===== src/rtl/bvre_pkg.sv =====
// -----------------------------------------------------------------------------
// bvre_pkg
// Shared constants, operation codes, state and control types for the bit
// vector range engine.
// -----------------------------------------------------------------------------
package bvre_pkg;

	localparam int IDX_W     = 12;                 // bit index width
	localparam int LEN_W     = 13;                 // length / count / position width
	localparam int WORD_W    = 64;                 // stored word width
	localparam int BIT_SEL_W = 6;                  // bit within a word
	localparam int WIDX_W    = IDX_W - BIT_SEL_W;  // word index reachable by an index
	localparam int MAX_WORDS = 1 << WIDX_W;
	localparam int MODE_W    = 3;
	localparam int POP_W     = BIT_SEL_W + 1;

	localparam logic [LEN_W-1:0] LEN_RESET = 13'd4096;
	localparam logic [LEN_W-1:0] POS_NONE  = 13'h1FFF;

	typedef enum logic [MODE_W-1:0] {
		MODE_WRITE_BIT   = 3'd0,
		MODE_READ_BIT    = 3'd1,
		MODE_RANGE_WRITE = 3'd2,
		MODE_RANGE_COUNT = 3'd3,
		MODE_FIND_FIRST  = 3'd4,
		MODE_FIND_LAST   = 3'd5,
		MODE_CLEAR_ALL   = 3'd6
	} mode_t;

	typedef enum logic [1:0] {
		ST_IDLE,
		ST_WALK,
		ST_DRAIN,
		ST_FINISH
	} state_t;

	// controller -> datapath
	typedef struct packed {
		logic load;    // take the item in
		logic issue;   // read the current word, step on
		logic finish;  // write the result register
	} ctrl_cmd_t;

	// datapath -> controller
	typedef struct packed {
		logic walk_needed;  // item has a valid range to walk
		logic last_word;    // current word is the last of the range
		logic pipe_busy;    // words still in flight
		logic out_free;     // result register can take a new result
	} ctrl_sts_t;

endpackage


===== src/rtl/bvre_ctrl.sv =====
// -----------------------------------------------------------------------------
// bvre_ctrl
// Controller: takes an item, walks its words, drains the datapath pipe and
// hands the result to the output register.
// -----------------------------------------------------------------------------
module bvre_ctrl import bvre_pkg::*; (
	input  logic      clk,
	input  logic      arst_n,
	input  logic      cmd_valid,
	output logic      cmd_ready,
	input  ctrl_sts_t sts,
	output ctrl_cmd_t ctl
);

	state_t state_q;
	state_t state_d;

	always_ff @(posedge clk or negedge arst_n) begin
		if (!arst_n) begin
			state_q <= ST_IDLE;
		end else begin
			state_q <= state_d;
		end
	end

	always_comb begin
		state_d = state_q;
		unique case (state_q)
			ST_IDLE: begin
				if (cmd_valid) begin
					state_d = sts.walk_needed ? ST_WALK : ST_FINISH;
				end
			end
			ST_WALK: begin
				if (sts.last_word) begin
					state_d = ST_DRAIN;
				end
			end
			ST_DRAIN: begin
				if (!sts.pipe_busy) begin
					state_d = ST_FINISH;
				end
			end
			ST_FINISH: begin
				if (sts.out_free) begin
					state_d = ST_IDLE;
				end
			end
			default: begin
				state_d = ST_IDLE;
			end
		endcase
	end

	always_comb begin
		cmd_ready  = 1'b0;
		ctl        = '0;
		unique case (state_q)
			ST_IDLE: begin
				cmd_ready = 1'b1;
				ctl.load  = cmd_valid;
			end
			ST_WALK: begin
				ctl.issue = 1'b1;
			end
			ST_DRAIN: begin
			end
			ST_FINISH: begin
				ctl.finish = sts.out_free;
			end
			default: begin
			end
		endcase
	end

endmodule


===== config.mk =====
export PLATFORM = sky130hd
export DESIGN_NAME = bvre_ctrl
export DESIGN_NICKNAME = d
export VERILOG_FILES = /design/src/rtl/bvre_pkg.sv /design/src/rtl/bvre_ctrl.sv
export SDC_FILE = /design/constraint.sdc
export NUM_CORES = 1
export LEC_CHECK = 0
export BUFFER_PORTS_ARGS = -buffer_cell sky130_fd_sc_hd__buf_2
export CORE_AREA = 2 2 39 41
export CTS_CLUSTER_DIAMETER = 40
export DETAILED_ROUTE_END_ITERATION = 8
export DIE_AREA = 0 0 41 43
export GPL_ROUTABILITY_DRIVEN = 0
export SYNTH_ARGS = -nofsm -noshare
export SYNTH_HDL_FRONTEND = slang
export SYNTH_SLANG_ARGS = --single-unit

===== constraint.sdc =====
create_clock -name clk -period 1.2 [get_ports clk]
set_input_delay 0.18 -clock clk [delete_from_list [all_inputs] [get_ports clk]]
set_output_delay 0.18 -clock clk [all_outputs]
set_load 0.03 [all_outputs]

==> impl_metrics.py <==
metrics = {
    "synth": {
        "syn_avg_cell_area_um2": 9.70,
        "synth.cell_area_um2": 194,
        "ys_ff_latch": 2,
        "synth.distinct_cells": 10,
        "synth_nets": 31,
        "yosysWarnings": 0,
        "post_synth_inst_count": 20,
        "ys_seq_area_share_pct": 25.8,
    },
    "cells_and_area": {
        "antennaDiodeCount": 0,
        "final_nets": 51,
        "reg.largest.list": "state_q (2)",
        "instances_no_fill": 54,
        "syn_to_final_growth_pct": 114,
        "top_register": "state_q",
        "postLayoutCoreUtil_pct": 29.9,
        "drive_above_1_share_pct": 71.1,
        "largest_reg_flops": 2,
    },
    "route": {
        "firstDrtPassIters": 2,
        "final_antenna_net_count": 0,
        "first_iter_violations": 2,
        "drc": 0,
        "wire_per_inst_um": 8.20,
        "vias": 197,
        "drt-vias-per-instance": 3.65,
        "drt-total-wl_um": 443,
    },
    "sta": {
        "setup_ws_ns": -0.0979,
        "maxSlewViolCount": 0,
        "fin_worst_hold_slack_ns": 0.271,
        "rsz0062_at_grt": "yes",
        "max_slew_margin_pct": 86.5,
        "skew_ns": 0.00326,
        "timing.final.crit_period_ns": 1.30,
        "worstMarginPinSlew_ns": 0.202,
        "clock.fmax_mhz": 770,
        "finalHoldViolCount": 0,
        "setup_viol": 5,
        "timing.setup.tns_ns": -0.335,
        "period_share_pct": 108,
    },
    "clock_tree": {
        "insertion_delay_ns": 0.22,
        "clk_pin_slew_ns": 0.03,
        "clock-sinks": 2,
        "cts-root-buf": "clkbuf_4",
        "cts_tree": "done",
        "cts_buffer_depth": 2,
        "htreeDepth": 1,
        "cts_made_buffers": 3,
    },
    "placed_design": {
        "dp.final_hpwl_um": 345,
        "dp_slack_ns": -0.0210,
        "dp_cells": 47,
        "port_buffers": 10,
    },
    "floorplanning": {
        "core_um2": 1380,
        "die_area_um2": 1760,
        "placementRows": 14,
        "die_x_um": 41,
        "fp.dieH_um": 43,
        "start_util_pct": 14.0,
        "ioPinCount": 11,
    },
    "hold_path": {
        "hp-class": "primary input to async pin",
    },
    "setup_path": {
        "worstPathArrival_ns": 1.12,
        "worstPathMaxFanout": 3,
        "cp.required_ns": 1.02,
        "crit_path_end_kind": "primary output",
        "startpoint_type": "flip-flop",
        "path_class": "flip-flop to primary output",
    },
    "pwr": {
        "comb_power_share_pct": 75.0,
        "p_leak_nw": 0.200,
        "p_clk_share_pct": 12.8,
        "switching_share_pct": 41.0,
        "p_sw_mw": 0.474,
        "p_seq_share_pct": 12.1,
        "vdd.ir_drop.worst_mv": 0.595,
        "p_int_mw": 0.681,
        "pwr_density_cell_nw_per_um2": 2790,
    },
    "global_route": {
        "overflow": 0,
        "grt_max_degree": 4,
        "grt_pass1_wl_um": 641,
        "grt_pass1_vias": 197,
        "track_usage_pct": 6.02,
        "antenna_found_initial": 0,
    },
    "outcome": {
        "status": "complete, but fails checks",
        "violations": "negative setup slack",
    },
    "job": {
        "cap_violations": 0,
    },
}
[routing by layer]
metal  vias to the layer above  global-route usage (%)  part of all wire (%)
met5                         -                       0                     0
met1                        90                    3.85                    36
li1                        100                       -                     -
met3                         0                    3.14                   6.1
met4                         0                    6.00                     0
met2                         7                    10.3                    58
[cells in the final DEF (no fill, tap or decap), types with 2 or more instances in the layout]
master / Yosys / final
buf_6: 0 / 4
inv_2: 0 / 3
buf_4: 0 / 3
buf_2: 0 / 6
and2_4: 0 / 2
mux2i_1: 3 / 3
ha_4: 0 / 2
dfrtp_1: 2 / 2
clkbuf_4: 0 / 3
[cell families after synthesis]
kind of cell             synth area share [%]
flip-flops                               25.8
AND/OR/NAND/NOR                          17.4
buffers and inverters                    7.74
adder cells (fa/ha/maj)                  25.8
AO/OA/AOI/OAI                            7.74
multiplexers                             15.5
[metrics by stage]
stage / area, um2 / power [mW]
global placement: 298 / 0.731
floorplan: 220 / 0.626
CTS: 408 / 1.15
detailed placement: 298 / 0.746
global route: 414 / 1.26
finish: 414 / 1.16
[cell type report]
| cell class | count | area (um2) |
|---|---|---|
| clock buffers | 3 | 22.5 |
| inverters | 4 | 15.0 |
| well taps | 16 | 20.0 |
| multi-input cells | 14 | 179 |
| repair buffers | 15 | 128 |
| fillers | 153 | 970 |
| flip-flops and latches | 2 | 50.0 |
[power by group through the flow]
stage               clock (mW)  combinational [mW]  sequential (mW)
floorplan                    0               0.484            0.143
global placement             0               0.594            0.137
detailed placement           0               0.608            0.138
CTS                      0.158               0.853            0.140
global route             0.166               0.948            0.145
finish                   0.148               0.867            0.140
[worst max-delay path: stages (launching register included)]
cell and delay, ns:
dfrtp_1 0.39, inv_2 0.11, ha_4 0.15, and2_4 0.13
buf_6 0.12
[Yosys cell counts]
master	instances	share of area, %
ha_1	4	26
inv_1	4	7.7
dfrtp_1	2	26
nor2_1	1	1.9
nand2b_1	2	6.5
and2_2	1	3.9
nand2_1	1	1.9
mux2i_1	3	15
o2111ai_2	1	7.7
and2_1	1	3.2
[final timing paths]
| check | from | end | slack [ns] | cells after the start |
|---|---|---|---|---|
| hold / removal | arst_n | state_q[1]$_DFFE_PN0P_ | 0.27 | 2 |
| min in group clk | sts[3] | state_q[1]$_DFFE_PN0P_ | 0.31 | 4 |
| hold reg to reg | state_q[0]$_DFFE_PN0P_ | state_q[0]$_DFFE_PN0P_ | 0.63 | 2 |
| setup / recovery | state_q[1]$_DFFE_PN0P_ | ctl[2] | -0.1 | 4 |
| max in group asynchronous | arst_n | state_q[0]$_DFFE_PN0P_ | 0.83 | 2 |
| setup reg to reg | state_q[1]$_DFFE_PN0P_ | state_q[0]$_DFFE_PN0P_ | -0.07 | 6 |
[timing repair]
action / CTS / global route
gates cloned: 0 / 0
pin swaps: 3 / 2
hold endpoints to repair: 2 / 0
gates resized for setup: 12 / 3
setup endpoints to repair: 5 / 6
buffers inserted: 3 / 0
hold buffers: 1 / 0
No activity file was read; power rests on OpenSTA's default activity.
