File: config.mk
export PLATFORM = sky130hd
export DESIGN_NAME = bvre_datapath
export DESIGN_NICKNAME = d
export VERILOG_FILES = /design/src/rtl/bvre_pkg.sv /design/src/rtl/bvre_ram.sv /design/src/rtl/bvre_datapath.sv
export SDC_FILE = /design/constraint.sdc
export NUM_CORES = 2
export LEC_CHECK = 0
export BUFFER_PORTS_ARGS = -buffer_cell sky130_fd_sc_hd__buf_2
export CORE_MARGIN = 2
export CORE_UTILIZATION = 55
export DETAILED_ROUTE_END_ITERATION = 10
export PLACE_DENSITY = 0.71
export SLEW_MARGIN = 0
export SYNTH_ARGS = -nofsm -noshare
export SYNTH_HDL_FRONTEND = slang
export SYNTH_SLANG_ARGS = --single-unit
File: constraint.sdc
create_clock -name clk -period 9.21 [get_ports clk]
set_input_delay 2.763 -clock clk [delete_from_list [all_inputs] [get_ports clk]]
set_output_delay 2.763 -clock clk [all_outputs]
set_load 0.005 [all_outputs]
File: src/rtl/bvre_pkg.sv
// -----------------------------------------------------------------------------
// bvre_pkg
// Shared constants, operation codes, state and control types for the bit
// vector range engine.
// -----------------------------------------------------------------------------
package bvre_pkg;

	localparam int IDX_W     = 12;                 // bit index width
	localparam int LEN_W     = 13;                 // length / count / position width
	localparam int WORD_W    = 64;                 // stored word width
	localparam int BIT_SEL_W = 6;                  // bit within a word
	localparam int WIDX_W    = IDX_W - BIT_SEL_W;  // word index reachable by an index
	localparam int MAX_WORDS = 1 << WIDX_W;
	localparam int MODE_W    = 3;
	localparam int POP_W     = BIT_SEL_W + 1;

	localparam logic [LEN_W-1:0] LEN_RESET = 13'd4096;
	localparam logic [LEN_W-1:0] POS_NONE  = 13'h1FFF;

	typedef enum logic [MODE_W-1:0] {
		MODE_WRITE_BIT   = 3'd0,
		MODE_READ_BIT    = 3'd1,
		MODE_RANGE_WRITE = 3'd2,
		MODE_RANGE_COUNT = 3'd3,
		MODE_FIND_FIRST  = 3'd4,
		MODE_FIND_LAST   = 3'd5,
		MODE_CLEAR_ALL   = 3'd6
	} mode_t;

	typedef enum logic [1:0] {
		ST_IDLE,
		ST_WALK,
		ST_DRAIN,
		ST_FINISH
	} state_t;

	// controller -> datapath
	typedef struct packed {
		logic load;    // take the item in
		logic issue;   // read the current word, step on
		logic finish;  // write the result register
	} ctrl_cmd_t;

	// datapath -> controller
	typedef struct packed {
		logic walk_needed;  // item has a valid range to walk
		logic last_word;    // current word is the last of the range
		logic pipe_busy;    // words still in flight
		logic out_free;     // result register can take a new result
	} ctrl_sts_t;

endpackage

File: src/rtl/bvre_ram.sv
// -----------------------------------------------------------------------------
// bvre_ram
// Generic single-write, single-read RAM with registered read data.
// -----------------------------------------------------------------------------
module bvre_ram #(
	parameter int WIDTH  = 64,
	parameter int DEPTH  = 64,
	parameter int ADDR_W = (DEPTH > 1) ? $clog2(DEPTH) : 1
) (
	input  logic              clk,
	input  logic              we,
	input  logic [ADDR_W-1:0] waddr,
	input  logic [WIDTH-1:0]  wdata,
	input  logic              re,
	input  logic [ADDR_W-1:0] raddr,
	output logic [WIDTH-1:0]  rdata
);

	logic [WIDTH-1:0] mem_q [DEPTH];
	logic [WIDTH-1:0] rdata_q;

	always_ff @(posedge clk) begin
		if (we) begin
			mem_q[waddr] <= wdata;
		end
		if (re) begin
			rdata_q <= mem_q[raddr];
		end
	end

	assign rdata = rdata_q;

endmodule

File: src/rtl/bvre_datapath.sv
// -----------------------------------------------------------------------------
// bvre_datapath
// Word store, range checks, two-stage word pipe (mask and write back, then
// count and search) and the result register.
// -----------------------------------------------------------------------------
module bvre_datapath import bvre_pkg::*; #(
	parameter int WORD_COUNT = 64
) (
	input  logic                    clk,
	input  logic                    arst_n,
	input  logic                    cfg_wr_en,
	input  logic [LEN_W-1:0]        cfg_wr_data,
	input  logic [MODE_W-1:0]       cmd_mode,
	input  logic [IDX_W-1:0]        cmd_low_index,
	input  logic [IDX_W-1:0]        cmd_high_index,
	input  logic                    cmd_bit_in,
	input  logic                    rsp_ready,
	output logic                    rsp_valid,
	output logic                    rsp_bit_out,
	output logic [LEN_W-1:0]        rsp_ones_count,
	output logic signed [LEN_W-1:0] rsp_position,
	output logic                    rsp_error,
	input  ctrl_cmd_t               ctl,
	output ctrl_sts_t               sts
);

	// indices are 12 bits, so no more than MAX_WORDS words can ever be reached
	localparam int STORE_DEPTH = (WORD_COUNT < MAX_WORDS) ? WORD_COUNT : MAX_WORDS;
	localparam int AW          = (STORE_DEPTH > 1) ? $clog2(STORE_DEPTH) : 1;
	localparam int CAP_W       = LEN_W + 4;
	localparam logic [CAP_W-1:0] CAP_BITS = CAP_W'(WORD_COUNT * WORD_W);

	function automatic logic [POP_W-1:0] pop64(input logic [WORD_W-1:0] x);
		logic [3:0]       part [8];
		logic [POP_W-1:0] sum;
		sum = '0;
		for (int g = 0; g < 8; g++) begin
			part[g] = '0;
			for (int k = 0; k < 8; k++) begin
				part[g] = part[g] + 4'(x[g*8 + k]);
			end
		end
		for (int g = 0; g < 8; g++) begin
			sum = sum + POP_W'(part[g]);
		end
		return sum;
	endfunction

	function automatic logic [BIT_SEL_W-1:0] onehot_idx(input logic [WORD_W-1:0] oh);
		logic [BIT_SEL_W-1:0] idx;
		idx = '0;
		for (int k = 0; k < WORD_W; k++) begin
			if (oh[k]) begin
				idx = idx | BIT_SEL_W'(k);
			end
		end
		return idx;
	endfunction

	function automatic logic [WORD_W-1:0] rev64(input logic [WORD_W-1:0] x);
		logic [WORD_W-1:0] r;
		for (int k = 0; k < WORD_W; k++) begin
			r[k] = x[WORD_W-1-k];
		end
		return r;
	endfunction

	// configuration
	logic [LEN_W-1:0] bit_length_q;

	always_ff @(posedge clk or negedge arst_n) begin
		if (!arst_n) begin
			bit_length_q <= LEN_RESET;
		end else if (cfg_wr_en) begin
			bit_length_q <= cfg_wr_data;
		end
	end

	// range check on the incoming item; single-bit ops are a one-bit range
	logic             single_op;
	logic             range_op;
	logic [IDX_W-1:0] hi_eff;
	logic             range_bad;
	logic             err_d;

	always_comb begin
		single_op = (cmd_mode == MODE_WRITE_BIT) || (cmd_mode == MODE_READ_BIT);
		range_op  = single_op || (cmd_mode == MODE_RANGE_WRITE) ||
			(cmd_mode == MODE_RANGE_COUNT) || (cmd_mode == MODE_FIND_FIRST) ||
			(cmd_mode == MODE_FIND_LAST);
		hi_eff    = single_op ? cmd_low_index : cmd_high_index;
		range_bad = ({1'b0, hi_eff} >= bit_length_q) || (CAP_W'(hi_eff) >= CAP_BITS) ||
			(cmd_low_index > hi_eff);
		err_d     = range_op ? range_bad : (cmd_mode != MODE_CLEAR_ALL);
	end

	// item registers
	logic [MODE_W-1:0] mode_q;
	logic [IDX_W-1:0]  lo_q;
	logic [IDX_W-1:0]  hi_q;
	logic              val_q;
	logic              err_q;
	logic [WIDX_W-1:0] cur_q;

	always_ff @(posedge clk) begin
		if (ctl.load) begin
			mode_q <= cmd_mode;
			lo_q   <= cmd_low_index;
			hi_q   <= hi_eff;
			val_q  <= cmd_bit_in;
			err_q  <= err_d;
			cur_q  <= cmd_low_index[IDX_W-1:BIT_SEL_W];
		end else if (ctl.issue) begin
			cur_q  <= cur_q + 1'b1;
		end
	end

	// word store; a word whose flag is clear reads as zero
	logic [STORE_DEPTH-1:0] wvalid_q;
	logic                   ram_we;
	logic [WORD_W-1:0]      ram_wdata;
	logic [WORD_W-1:0]      ram_rdata;

	logic                   act_s1;
	logic                   act_s2;
	logic [WIDX_W-1:0]      w_s1;
	logic                   wvld_s1;
	logic [WIDX_W-1:0]      w_s2;
	logic [WORD_W-1:0]      sel_s2;

	bvre_ram #(
		.WIDTH (WORD_W),
		.DEPTH (STORE_DEPTH)
	) u_ram (
		.clk   (clk),
		.we    (ram_we),
		.waddr (w_s1[AW-1:0]),
		.wdata (ram_wdata),
		.re    (ctl.issue),
		.raddr (cur_q[AW-1:0]),
		.rdata (ram_rdata)
	);

	always_ff @(posedge clk or negedge arst_n) begin
		if (!arst_n) begin
			wvalid_q <= '0;
		end else if (ctl.load && cmd_mode == MODE_CLEAR_ALL) begin
			wvalid_q <= '0;
		end else if (ram_we) begin
			wvalid_q[w_s1[AW-1:0]] <= 1'b1;
		end
	end

	// stage 1: word data back from the store, mask the range, write back
	logic [WORD_W-1:0]    word_s1;
	logic [BIT_SEL_W-1:0] first_bit;
	logic [BIT_SEL_W-1:0] last_bit;
	logic [WORD_W-1:0]    mask_s1;

	always_comb begin
		word_s1   = wvld_s1 ? ram_rdata : '0;
		first_bit = (w_s1 == lo_q[IDX_W-1:BIT_SEL_W]) ? lo_q[BIT_SEL_W-1:0] : '0;
		last_bit  = (w_s1 == hi_q[IDX_W-1:BIT_SEL_W]) ? hi_q[BIT_SEL_W-1:0] : '1;
		mask_s1   = ({WORD_W{1'b1}} << first_bit) &
			({WORD_W{1'b1}} >> (BIT_SEL_W'(WORD_W - 1) - last_bit));
		ram_we    = act_s1 && ((mode_q == MODE_WRITE_BIT) || (mode_q == MODE_RANGE_WRITE));
		ram_wdata = val_q ? (word_s1 | mask_s1) : (word_s1 & ~mask_s1);
	end

	always_ff @(posedge clk or negedge arst_n) begin
		if (!arst_n) begin
			act_s1 <= 1'b0;
			act_s2 <= 1'b0;
		end else begin
			act_s1 <= ctl.issue;
			act_s2 <= act_s1;
		end
	end

	always_ff @(posedge clk) begin
		if (ctl.issue) begin
			w_s1    <= cur_q;
			wvld_s1 <= wvalid_q[cur_q[AW-1:0]];
		end
		if (act_s1) begin
			w_s2   <= w_s1;
			sel_s2 <= word_s1 & mask_s1;
		end
	end

	// stage 2: count and search the selected bits
	logic [POP_W-1:0]     pop_s2;
	logic [BIT_SEL_W-1:0] low_bit_s2;
	logic [BIT_SEL_W-1:0] high_bit_s2;
	logic [WORD_W-1:0]    rev_s2;
	logic                 take_s2;

	always_comb begin
		pop_s2      = pop64(sel_s2);
		low_bit_s2  = onehot_idx(sel_s2 & (~sel_s2 + 1'b1));
		rev_s2      = rev64(sel_s2);
		high_bit_s2 = BIT_SEL_W'(WORD_W - 1) - onehot_idx(rev_s2 & (~rev_s2 + 1'b1));
	end

	logic [LEN_W-1:0] cnt_q;
	logic [IDX_W-1:0] pos_q;
	logic             found_q;

	// find first keeps the earliest hit, find last the latest
	assign take_s2 = act_s2 && (sel_s2 != '0) && ((mode_q == MODE_FIND_LAST) || !found_q);

	always_ff @(posedge clk) begin
		if (ctl.load) begin
			cnt_q   <= '0;
			found_q <= 1'b0;
			pos_q   <= '0;
		end else begin
			if (act_s2) begin
				cnt_q <= cnt_q + LEN_W'(pop_s2);
			end
			if (take_s2) begin
				found_q <= 1'b1;
				pos_q   <= {w_s2, (mode_q == MODE_FIND_LAST) ? high_bit_s2 : low_bit_s2};
			end
		end
	end

	// result register
	logic                    out_valid_q;
	logic                    bit_out_q;
	logic [LEN_W-1:0]        ones_count_q;
	logic signed [LEN_W-1:0] position_q;
	logic                    error_q;

	always_ff @(posedge clk or negedge arst_n) begin
		if (!arst_n) begin
			out_valid_q <= 1'b0;
		end else if (ctl.finish) begin
			out_valid_q <= 1'b1;
		end else if (rsp_ready) begin
			out_valid_q <= 1'b0;
		end
	end

	always_ff @(posedge clk) begin
		if (ctl.finish) begin
			bit_out_q    <= (mode_q == MODE_READ_BIT) && !err_q && (cnt_q != '0);
			ones_count_q <= ((mode_q == MODE_RANGE_COUNT) && !err_q) ? cnt_q : '0;
			if ((mode_q == MODE_FIND_FIRST) || (mode_q == MODE_FIND_LAST)) begin
				position_q <= found_q ? $signed({1'b0, pos_q}) : $signed(POS_NONE);
			end else begin
				position_q <= '0;
			end
			error_q      <= err_q;
		end
	end

	assign rsp_valid      = out_valid_q;
	assign rsp_bit_out    = bit_out_q;
	assign rsp_ones_count = ones_count_q;
	assign rsp_position   = position_q;
	assign rsp_error      = error_q;

	assign sts.walk_needed = range_op && !range_bad;
	assign sts.last_word   = (cur_q == hi_q[IDX_W-1:BIT_SEL_W]);
	assign sts.pipe_busy   = act_s1 || act_s2;
	assign sts.out_free    = !out_valid_q || rsp_ready;

endmodule

==> results.md <==
* Total Neg Setup Slack at 0 ns
* Crit path time final at 8.19 ns
* Final Hold Viols at 0
* Layout cells sized above 1 at 30.3%
* Crit path max fanout at 8
* Critical Path RT at 6.45 ns
* Final WL at 516000 µm
* Worst setup margin at 1.02 ns
* Seq. cell area at 132000 µm²
* Average vias per placed instance at 7.07
* DR iter-0 viols at 14700
* VDD IR max at 920 µV
* Number of max-cap violations at 0
* Die Span Y at 566 µm
* Post-CTS setup buffers at 0
* Row count at 206
* GPL Wtd Cong at 0.932
* Cells along the critical path: buf_2 > nor2_1 > buf_4 > mux2i_1 > inv_1 > ha_1 > o21a_1 > o21a_1 > o21a_1 > o21a_1 > o211ai_1 > a311o_1 > and2_1 > buf_2
* Routed WL per cell at 40.9 µm
* Ys flop type: edfxtp_1
* Critical Path Sink Type: output port
* Clock slew at reported path FFs at 0.06 ns
* HP Class: flop to flop
* Net count after synthesis at 7814
* Int Pwr at 36100 µW
* Most common cell on crit path: o21a_1
* Initial core utilization at 55.2%
* Cts repair resizes at 0
* CP startpoint kind: primary input
* Fraction of registers with async set/reset at 1.82%
* Tcrit/Tclk final at 89.0%
* Max clock buf depth at 4
* Pin count of the biggest net entering global routing at 132
* Number of fill cells at 20700
* Max Freq at 0.122 GHz
* Share of power burned in registers at 47.3%
* Core outline area at 315000 µm²
* Slew margin rel. at 9.12%
* H-tree levels at 5
* CTS tree: yes
* Register area share after synthesis at 75.8%
* Setup Crit Path Kind: primary input to output port
* Switch share at 25.1%
* PortBufs at 80
* Clock network power share at 37.0%
* Max Slew Vio Count at 0
* I/O pin cnt at 81
* Total chip power at 48200 µW
* Antenna violations before repair at 26
* Min Hold Slack at 0.488 ns
* Largest stage delay, worst path at 0.33 ns
* Remaining Overflow, GRT at 0
* CTS buffer count at 438
* Clock root cell: clkbuf_16
* Leakage at 0.0620 µW
* Die W at 566 µm
* Worst setup slack after placement at 1.03 ns
* Post-route ant nets at 0
* Worst Max-Slew Pin Slew at 1.36 ns
* First-pass GRT wire length at 711000 µm
* Die area at 320000 µm²
* EDFF count, synth at 4300
* Quantity of hold-fixing buffers added after cts at 0
* Vias in the first global route at 87700
* Pwr dens at 246 nW/µm²
* Critical path arrival at 5.43 ns
* Slowest CP cell: nor2_1
* Cell area after synthesis at 174000 µm²
* Sink Count at 4406
* Psw at 12100 µW
* Remaining DRCs at 0
* Area of the multi-input gates at 41200 µm²
* RSZ-0062 raised after global routing: false
* Syn avg cell area at 22.7 µm²
* Final setup viols at 0
* Nets@finish at 8233
* Post-Syn Instances at 7656
* Drt pass-1 iters at 6
* Synth Register Bits at 4406
* HPWL Detailed at 275000 µm
* Gr usage total at 32.2%
* Clock Skews at 0.103 ns
* Clk Latency, worst-skew pair at 1.00 ns
* Library cells used by synthesis at 83
* Gate power share at 15.7%
* Layout area overhead at 12.8%
* Ys Warns at 0
* Via Count at 89200
* Status: finished, final reports clean
## state kept, by name, summed over array words and instances, names as in the netlist, 3 cells and up
name,cells
bit_length_q,13
cnt_q,13
cur_q,6
hi_q,12
lo_q,12
mode_q,3
pos_q,12
rsp_ones_count,13
rsp_position,13
sel_s2,64
u_ram.mem_q,4096
u_ram.rdata,64
w_s1,6
w_s2,6
wvalid_q,64
## cells by family (layout without fill, tap and decap cells)
| family | count (synthesis) | count (layout) | synth area share [%] |
|---|---|---|---|
| DFF | 4406 | 4406 | 75.8 |
| other | 0 | 9 | 0 |
| muxes | 1442 | 1442 | 18.1 |
| xor gates and xnor gates | 31 | 31 | 0.156 |
| buffers and inverters | 535 | 1328 | 1.24 |
| AOI/OAI and AO/OA | 331 | 331 | 1.30 |
| adders and majority gates | 110 | 110 | 1.03 |
| and+or+nand+nor | 801 | 801 | 2.38 |
## power by group through the flow
| stage | Combinational (µW) | Clock (µW) | Sequential (µW) |
|---|---|---|---|
| 6_report | 7570 | 17800 | 22800 |
| 5_1_grt | 8250 | 18700 | 22800 |
| 4_1_cts | 7590 | 18000 | 22800 |
| 3_5_place_dp | 7550 | 0 | 23200 |
| 3_3_place_gp | 7470 | 0 | 23200 |
| 2_1_floorplan | 5520 | 0 | 23100 |
## metal layers
| metal | global-route usage [%] | part of all wire (%) | up-vias |
|---|---|---|---|
| li1 | - | - | 33500 |
| met1 | 45.1 | 36 | 47800 |
| met2 | 49.8 | 47 | 6717 |
| met3 | 7.34 | 13 | 1158 |
| met4 | 12.6 | 4.6 | 20 |
| met5 | 0 | 0.027 | - |
## synth_stat cells (all sizes together) (20+ instances only)
library cell,count,area (µm²)
dfrtp,79,1980
buf,151,714
nand2,191,717
nor4,63,508
mux2i,72,721
nor3,49,255
a21oi,52,268
o21ai,72,360
inv,138,518
fa,56,1120
nand3,79,395
mux4,1365,30700
and3,45,282
nor2,198,751
edfxtp,4300,129000
nand4,65,413
clkbuf,246,923
and2,20,125
o21a,74,556
dfxtp,26,521
ha,54,676
## area by class of cell
cell class | instances | share of cell area, %
antenna | 9 | 0.0115
tap | 4160 | 2.66
inverter | 138 | 0.267
sequential | 4406 | 67.2
clock inverter | 285 | 1.53
timing repair buffer | 376 | 1.50
clock buffer | 529 | 5.82
multi-input combinational | 2715 | 21.0
## placed cells by master (no fill, tap or decap), drive strengths merged, types with 7 or more instances in the layout
| master | netlist | layout |
|---|---|---|
| o211ai | 8 | 8 |
| nor4 | 63 | 63 |
| clkinv | 0 | 205 |
| and4 | 11 | 11 |
| fa | 56 | 56 |
| xor2 | 12 | 12 |
| nand2 | 191 | 191 |
| nor2b | 11 | 11 |
| dfxtp | 26 | 26 |
| nor3 | 49 | 49 |
| nor2 | 198 | 198 |
| xnor2 | 19 | 19 |
| mux4 | 1365 | 1365 |
| bufinv | 0 | 45 |
| o31ai | 11 | 11 |
| nand3 | 79 | 79 |
| clkbuf | 246 | 529 |
| or3 | 8 | 8 |
| o21ai | 72 | 72 |
| mux2i | 72 | 72 |
| inv | 138 | 153 |
| dfrtp | 79 | 79 |
| and2 | 20 | 20 |
| a221oi | 11 | 11 |
| diode | 0 | 9 |
| a21oi | 52 | 52 |
| and3 | 45 | 45 |
| nand4b | 7 | 7 |
| nand4 | 65 | 65 |
| nor4b | 7 | 7 |
| a31oi | 13 | 13 |
| buf | 151 | 376 |
| or2 | 13 | 13 |
| o21a | 74 | 74 |
| a211oi | 17 | 17 |
| clkinvlp | 0 | 20 |
| or4 | 12 | 12 |
| ha | 54 | 54 |
| a21o | 13 | 13 |
| edfxtp | 4300 | 4300 |
## stage by stage
step | util [%] | area [µm²] | std cells
after global placement | 57.7 | 182000 | 11800
after floorplan | - | 174000 | 7656
final | 62.3 | 196000 | 12600
after global routing | 62.3 | 196000 | 12600
after detailed placement | 57.7 | 182000 | 11800
after CTS | 62.3 | 196000 | 12600
## final timing paths
kind / from / to / slack [ns] / depth (start not counted)
setup / recovery: cmd_mode[2] / sts[3] / 1.02 / 14
hold / removal: wvalid_q[54]$_DFFE_PN0P_ / wvalid_q[54]$_DFFE_PN0P_ / 0.49 / 1
setup reg to reg: sel_s2[29]$_DFFE_PP_ / cnt_q[12]$_SDFFE_PP0P_ / 1.54 / 22
hold reg to reg: wvalid_q[54]$_DFFE_PN0P_ / wvalid_q[54]$_DFFE_PN0P_ / 0.49 / 1
max in group asynchronous: arst_n / wvalid_q[48]$_DFFE_PN0P_ / 6.35 / 2
min in group asynchronous: arst_n / bit_length_q[6]$_DFFE_PN0P_ / 1.76 / 1
## worst max-delay path, delay by kind of cell
kind | cells | cell delay, ns
AO/OA/AOI/OAI | 6 | 0.98
AND/OR/NAND/NOR | 2 | 0.49
adder cells (fa/ha/maj) | 1 | 0.31
buffers and inverters | 4 | 0.60
multiplexers | 1 | 0.28
Power figures use the tool's default switching activity.
